### src/rtl/dpw_pkg.sv
package dpw_pkg;

    // field widths
    localparam int PIX_W    = 11;
    localparam int DEPTH_W  = 16;
    localparam int ROT_W    = 16;
    localparam int SHIFT_W  = 24;
    localparam int OUT_W    = 24;
    localparam int CFG_W    = 24;

    // default coordinate mask width
    localparam int COORD_BITS_DEF = 11;

    // camera intrinsics in fixed point
    localparam int CX_Q8    = 81564;
    localparam int CY_Q8    = 59897;
    localparam int INVF_Q24 = 44028;

    // divide by five through a reciprocal: q = (h * DIV5_MUL) >> DIV5_SH
    localparam int DIV5_MUL = 26215;
    localparam int DIV5_SH  = 17;

    // internal datapath widths
    localparam int A_W      = PIX_W + 8 + 2;       // offset pixel coordinate, Q.8
    localparam int DINV_W   = 32;                  // depth times inverse focal length
    localparam int PROD_W   = A_W + DINV_W + 1;    // camera product before rounding
    localparam int XC_W     = 24;                  // camera-frame coordinate
    localparam int M_W      = 35;                  // rotation matrix entry, Q.28
    localparam int QP_W     = 2 * ROT_W;           // quaternion component product
    localparam int TERM_W   = M_W + XC_W;          // one term of the matrix-vector product
    localparam int SUM_W    = TERM_W + 2;          // sum of three terms
    localparam int RND_W    = SUM_W - 28;          // after the Q.28 rounding
    localparam int WSUM_W   = RND_W + 1;           // after adding the translation

    localparam int OUT_MAX  = 8388607;
    localparam int OUT_MIN  = -8388608;

    localparam logic signed [M_W-1:0] M_ONE = M_W'(268435456);

    typedef logic signed [M_W-1:0] mcoef_t;

    // register indexes of the configuration port
    typedef enum logic [2:0] {
        REG_ROT_W   = 3'd0,
        REG_ROT_X   = 3'd1,
        REG_ROT_Y   = 3'd2,
        REG_ROT_Z   = 3'd3,
        REG_SHIFT_X = 3'd4,
        REG_SHIFT_Y = 3'd5,
        REG_SHIFT_Z = 3'd6
    } cfg_reg_t;

    // true when the coordinate is a multiple of ten
    function automatic logic is_mult10(input logic [PIX_W-1:0] val);
        logic [PIX_W-2:0] half;
        logic [PIX_W+DIV5_SH-1:0] prod;
        logic [PIX_W-2:0] quot;
        logic [PIX_W+1:0] back;
        half = val[PIX_W-1:1];
        prod = (PIX_W + DIV5_SH)'(half) * (PIX_W + DIV5_SH)'(DIV5_MUL);
        quot = prod[DIV5_SH +: (PIX_W - 1)];
        back = ((PIX_W + 2)'(quot) << 2) + (PIX_W + 2)'(quot);
        return !val[0] && (back == (PIX_W + 2)'(half));
    endfunction

endpackage

### src/rtl/dpw_cam.sv
module dpw_cam #(
    parameter int COORD_BITS = dpw_pkg::COORD_BITS_DEF
) (
    input  logic                              aclk,
    input  logic                              aresetn,
    input  logic                              ce,
    input  logic                              in_valid,
    input  logic [dpw_pkg::PIX_W-1:0]         pixel_col,
    input  logic [dpw_pkg::PIX_W-1:0]         pixel_row,
    input  logic [dpw_pkg::DEPTH_W-1:0]       depth_value,
    output logic                              out_valid,
    output logic signed [dpw_pkg::XC_W-1:0]   xc,
    output logic signed [dpw_pkg::XC_W-1:0]   yc,
    output logic signed [dpw_pkg::XC_W-1:0]   zc
);

    localparam int PIX_W   = dpw_pkg::PIX_W;
    localparam int DEPTH_W = dpw_pkg::DEPTH_W;
    localparam int A_W     = dpw_pkg::A_W;
    localparam int DINV_W  = dpw_pkg::DINV_W;
    localparam int PROD_W  = dpw_pkg::PROD_W;
    localparam int XC_W    = dpw_pkg::XC_W;
    localparam logic [PIX_W-1:0] COORD_MASK = PIX_W'((64'd1 << COORD_BITS) - 64'd1);

    logic [PIX_W-1:0]           u;
    logic [PIX_W-1:0]           v;
    logic                       keep;
    logic signed [A_W-1:0]      ax_next;
    logic signed [A_W-1:0]      ay_next;
    logic [DINV_W-1:0]          dinv_next;

    logic                       s1_valid_reg;
    logic signed [A_W-1:0]      ax_reg;
    logic signed [A_W-1:0]      ay_reg;
    logic [DINV_W-1:0]          dinv_reg;
    logic [DEPTH_W-1:0]         d1_reg;

    logic signed [PROD_W-1:0]   px_next;
    logic signed [PROD_W-1:0]   py_next;
    logic                       s2_valid_reg;
    logic signed [PROD_W-1:0]   px_reg;
    logic signed [PROD_W-1:0]   py_reg;
    logic [DEPTH_W-1:0]         d2_reg;

    logic [PROD_W-1:0]          rx;
    logic [PROD_W-1:0]          ry;
    logic                       s3_valid_reg;
    logic signed [XC_W-1:0]     xc_reg;
    logic signed [XC_W-1:0]     yc_reg;
    logic signed [XC_W-1:0]     zc_reg;

    // stage 1: mask, subsample test, center offset, depth times 1/f
    always_comb begin
        u         = pixel_col & COORD_MASK;
        v         = pixel_row & COORD_MASK;
        keep      = dpw_pkg::is_mult10(u) && dpw_pkg::is_mult10(v);
        ax_next   = $signed(A_W'({u, 8'b0})) - $signed(A_W'(dpw_pkg::CX_Q8));
        ay_next   = $signed(A_W'({v, 8'b0})) - $signed(A_W'(dpw_pkg::CY_Q8));
        dinv_next = DINV_W'(depth_value) * DINV_W'(dpw_pkg::INVF_Q24);
    end

    always_ff @(posedge aclk) begin
        if (!aresetn) begin
            s1_valid_reg <= 1'b0;
        end else if (ce) begin
            s1_valid_reg <= in_valid && keep;
        end
    end

    always_ff @(posedge aclk) begin
        if (ce) begin
            ax_reg   <= ax_next;
            ay_reg   <= ay_next;
            dinv_reg <= dinv_next;
            d1_reg   <= depth_value;
        end
    end

    // stage 2: offset times scaled depth
    assign px_next = PROD_W'(ax_reg) * PROD_W'($signed({1'b0, dinv_reg}));
    assign py_next = PROD_W'(ay_reg) * PROD_W'($signed({1'b0, dinv_reg}));

    always_ff @(posedge aclk) begin
        if (!aresetn) begin
            s2_valid_reg <= 1'b0;
        end else if (ce) begin
            s2_valid_reg <= s1_valid_reg;
        end
    end

    always_ff @(posedge aclk) begin
        if (ce) begin
            px_reg <= px_next;
            py_reg <= py_next;
            d2_reg <= d1_reg;
        end
    end

    // stage 3: drop 32 fraction bits, round half away from zero
    always_comb begin
        rx = PROD_W'(px_reg) + (PROD_W'(1) << 31) - PROD_W'(px_reg[PROD_W-1]);
        ry = PROD_W'(py_reg) + (PROD_W'(1) << 31) - PROD_W'(py_reg[PROD_W-1]);
    end

    always_ff @(posedge aclk) begin
        if (!aresetn) begin
            s3_valid_reg <= 1'b0;
        end else if (ce) begin
            s3_valid_reg <= s2_valid_reg;
        end
    end

    always_ff @(posedge aclk) begin
        if (ce) begin
            xc_reg <= XC_W'($signed(rx[PROD_W-1:32]));
            yc_reg <= XC_W'($signed(ry[PROD_W-1:32]));
            zc_reg <= $signed(XC_W'(d2_reg));
        end
    end

    assign out_valid = s3_valid_reg;
    assign xc        = xc_reg;
    assign yc        = yc_reg;
    assign zc        = zc_reg;

endmodule

### config.mk
export PLATFORM = sky130hd
export DESIGN_NAME = dpw_cam
export DESIGN_NICKNAME = d
export VERILOG_FILES = /design/src/rtl/dpw_pkg.sv /design/src/rtl/dpw_cam.sv
export SDC_FILE = /design/constraint.sdc
export NUM_CORES = 2
export LEC_CHECK = 0
export BUFFER_PORTS_ARGS = -buffer_cell sky130_fd_sc_hd__buf_2
export CORE_AREA = 2 2 286 288
export DETAILED_ROUTE_END_ITERATION = 8
export DIE_AREA = 0 0 288 290
export GPL_TIMING_DRIVEN = 0
export HOLD_SLACK_MARGIN = 0.05
export PLACE_DENSITY_LB_ADDON = 0.15
export SLEW_MARGIN = 10
export SYNTH_ARGS = -nofsm -noshare
export SYNTH_HDL_FRONTEND = slang
export SYNTH_SLANG_ARGS = --single-unit
### constraint.sdc
create_clock -name aclk -period 9.7 [get_ports aclk]
set_input_delay 0.97 -clock aclk [delete_from_list [all_inputs] [get_ports aclk]]
set_output_delay 0.97 -clock aclk [all_outputs]
set_load 0.005 [all_outputs]
==> impl_metrics.sql <==
INSERT INTO impl_metrics (metric_group, metric, value, unit) VALUES
('status', 'outcome', 'complete, no violations', ''),
('synth', 'synthDistinctLibCells', '90', ''),
('floorplan', 'start_util', '64.68', '%'),
('synth', 'yosysWarnings', '0', ''),
('clock_tree', 'ctsResizeCount', '0', ''),
('timing', 'timing_hold_violations_final', '0', ''),
('synth', 'syn_area_per_cell', '9.933', 'sq um'),
('clock_tree', 'clock_path_buffers', '3', ''),
('floorplan', 'die-height', '290', 'um'),
('routing', 'totalWireLength', '126300', 'um'),
('final_layout', 'final.fill_count', '6439', ''),
('clock_tree', 'cts.clk_slew.worst_paths', '60', 'ps'),
('place', 'gpl.final_weighted_congestion', '0.9724', ''),
('worst_setup_path', 'data_required_time_at_the_worst_endpoint', '10060', 'ps'),
('place', 'dp_hpwl', '106100', 'um'),
('final_layout', 'most_frequent_cells_in_the_layout', 'inv_1, fa_1, ha_1', ''),
('timing', 'tightestPinTransition', '930.1', 'ps'),
('clock_tree', 'number_of_buffers_inserted_by_post_cts_setup_repair', '0', ''),
('final_layout', 'drive_gt1_share', '3.711', '%'),
('global_routing', 'first_pass_grt_wire_length', '202600', 'um'),
('timing', 'fin_crit', '9013', 'ps'),
('worst_setup_path', 'worst_r2r_endpoint', 'py_reg[50]', ''),
('timing', 'max-slew-margin-rel', '37.99', '%'),
('final_layout', 'largest_reg_flops', '50', ''),
('min_path', 'min-delay-path-class', 'reg2reg', ''),
('worst_setup_path', 'worst-setup-path-type', 'reg2reg', ''),
('min_path', 'hold-path-cell-count', '0', ''),
('global_routing', 'grt-busiest-layer', 'met2', ''),
('synth', 'ys_flop_type', 'edfxtp_1', ''),
('worst_setup_path', 'rr_worst_depth', '26', ''),
('timing', 'rsz_0062_raised_after_global_routing', 'false', ''),
('routing', 'detail_route.wl_per_cell', '19.59', 'um'),
('routing', 'drt_first_pass_iters', '7', ''),
('clock_tree', 'cts.sink_count', '246', ''),
('floorplan', 'fp.dieArea', '0.08352', 'sq mm'),
('place', 'buffer_ports.inserted', '106', ''),
('final_layout', 'flow.area_growth_from_synthesis', '5.577', '%'),
('global_routing', 'grt.met2_usage', '51.57', '%'),
('final_layout', 'layout.cells.most_common', 'inv_1', ''),
('synth', 'synthesis.area', '0.05184', 'sq mm'),
('worst_setup_path', 'timing.rr.start', 'dinv_reg[7]', ''),
('final_layout', 'antennaDiodeCount', '0', ''),
('timing', 'max_freq', '110.9', 'MHz'),
('floorplan', 'pin_count', '115', ''),
('worst_setup_path', 'worst_setup_path_start_kind', 'flip-flop', ''),
('final_layout', 'multi_input_area', '0.03960', 'sq mm'),
('global_routing', 'grt_usage', '31.27', '%'),
('synth', 'synth-edff-count', '243', ''),
('routing', 'detailedRoute.firstIterationViolations', '2361', ''),
('final_layout', 'nets', '7112', ''),
('routing', 'drc', '0', ''),
('floorplan', 'chipWidth', '288', 'um'),
('clock_tree', 'cts_root_buf', 'clkbuf_16', ''),
('floorplan', 'placementRows', '104', ''),
('job', 'drv.max_cap_violation_count', '0', ''),
('floorplan', 'core', '0.08016', 'sq mm'),
('routing', 'antenna_left', '0', ''),
('worst_setup_path', 'setup.worst_path.start', 'dinv_reg[7]', ''),
('routing', 'detail_route.vias_per_cell', '5.775', ''),
('clock_tree', 'cts_tree', 'built', ''),
('clock_tree', 'ctsHtreeMaxLevel', '1', ''),
('worst_setup_path', 'endpoint_kind', 'flip-flop', ''),
('global_routing', 'antenna_found_initial', '5', ''),
('global_routing', 'global_route.usage.met1', '39.20', '%'),
('global_routing', 'grt.met3_usage', '5.629', '%'),
('synth', 'syn-instance-count', '5219', ''),
('global_routing', 'globalRouteOverflowTotal', '0', ''),
('clock_tree', 'cts_inserted_buffers', '30', ''),
('timing', 'setup_viol', '0', ''),
('timing', 'timing.final.crit_share', '92.92', '%'),
('timing', 'fin_skew', '20.47', 'ps');
per-layer routing:
layer  routed length [um]  part of all wire (%)
met1                48130                    38
met2                59600                    47
met4                 8072                   6.4
met3                10540                   8.3
met5                    0                     0
layout make-up:
cell class | instances | area share (%)
multi-input cells | 3683 | 72.35
plain buffers | 154 | 1.138
clock inverters | 20 | 0.3109
flip-flops and latches | 246 | 13.44
well taps | 1060 | 2.423
inverters | 1143 | 7.839
repair buffers | 108 | 1.088
clock buffers | 36 | 1.413
worst min path at each step:
stage	startpoint	to	slack (ps)
floorplan	d1_reg[10]	d2_reg[10]	400
detailed placement	d1_reg[10]	d2_reg[10]	400
global placement	d2_reg[2]	zc[2]	400
CTS	d1_reg[1]	d2_reg[1]	410
finish	d2_reg[15]	zc[15]	410
global route	d1_reg[1]	d2_reg[1]	410
stage by stage:
| step | setup WS, ps | util, % | hold WS, ps | area, sq um | cells |
|---|---|---|---|---|---|
| floorplan | 2491 | - | 400.3 | 51870 | 5226 |
| global placement | 1090 | 67.03 | 400.6 | 53730 | 6392 |
| detailed placement | 1073 | 67.11 | 404.5 | 53790 | 6394 |
| CTS | 1031 | 68.28 | 410.7 | 54730 | 6450 |
| global route | 702.3 | 68.28 | 413.8 | 54730 | 6450 |
| finish | 686.5 | 68.28 | 413.2 | 54730 | 6450 |
synth_stat cells, types with 13 or more instances:
master	n	area share (%)
xor2_1	60	1.0
a21o_1	104	1.5
and3_1	24	0.29
o21bai_1	24	0.35
nor2_1	104	0.75
and2_1	228	2.8
inv_1	1143	8.3
o21ai_0	92	0.89
nand3_1	41	0.40
nand4_1	24	0.29
nand2_1	544	3.9
nand2b_1	75	0.91
o21a_1	35	0.51
a21oi_1	173	1.7
a211oi_1	18	0.26
ha_1	818	20
o211ai_1	16	0.23
xnor2_1	145	2.4
nor2b_1	30	0.36
clkbuf_1	142	1.0
nor3_1	41	0.40
edfxtp_1	243	14
a31oi_1	15	0.18
fa_1	886	34
a211o_1	13	0.22
worst max-delay path, stage by stage (launching register included):
cell      delay [ps]
edfxtp_1         870
clkbuf_1         630
nand2_1          150
fa_1             520
inv_1             50
fa_1             520
inv_1             60
fa_1             520
inv_1             50
fa_1             480
inv_1             50
fa_1             400
fa_1             510
inv_1             50
fa_1             430
ha_1             280
clkbuf_1         260
nand2_1          110
nor3_1           410
nand3_1          260
a311oi_2         560
o21ai_1          240
a31oi_1          230
a21o_1           260
nand3_1          130
a311o_1          290
xnor2_1          390
logic make-up (layout without fill, tap and decap cells):
family / Yosys count / count (layout) / synth area share (%)
AO/OA/AOI/OAI: 597 / 597 / 7.759
XOR/XNOR: 210 / 210 / 3.678
adder cells (fa/ha/maj): 1705 / 1705 / 53.98
buffers and inverters: 1297 / 1461 / 9.478
flip-flops: 246 / 246 / 14.19
multiplexers: 3 / 3 / 0.08206
other: 1 / 8 / 0.007233
AND/OR/NAND/NOR: 1160 / 1160 / 10.83
Power is not shown: default switching activity piles up to over one toggle a cycle in this logic, so the estimate is an artifact.
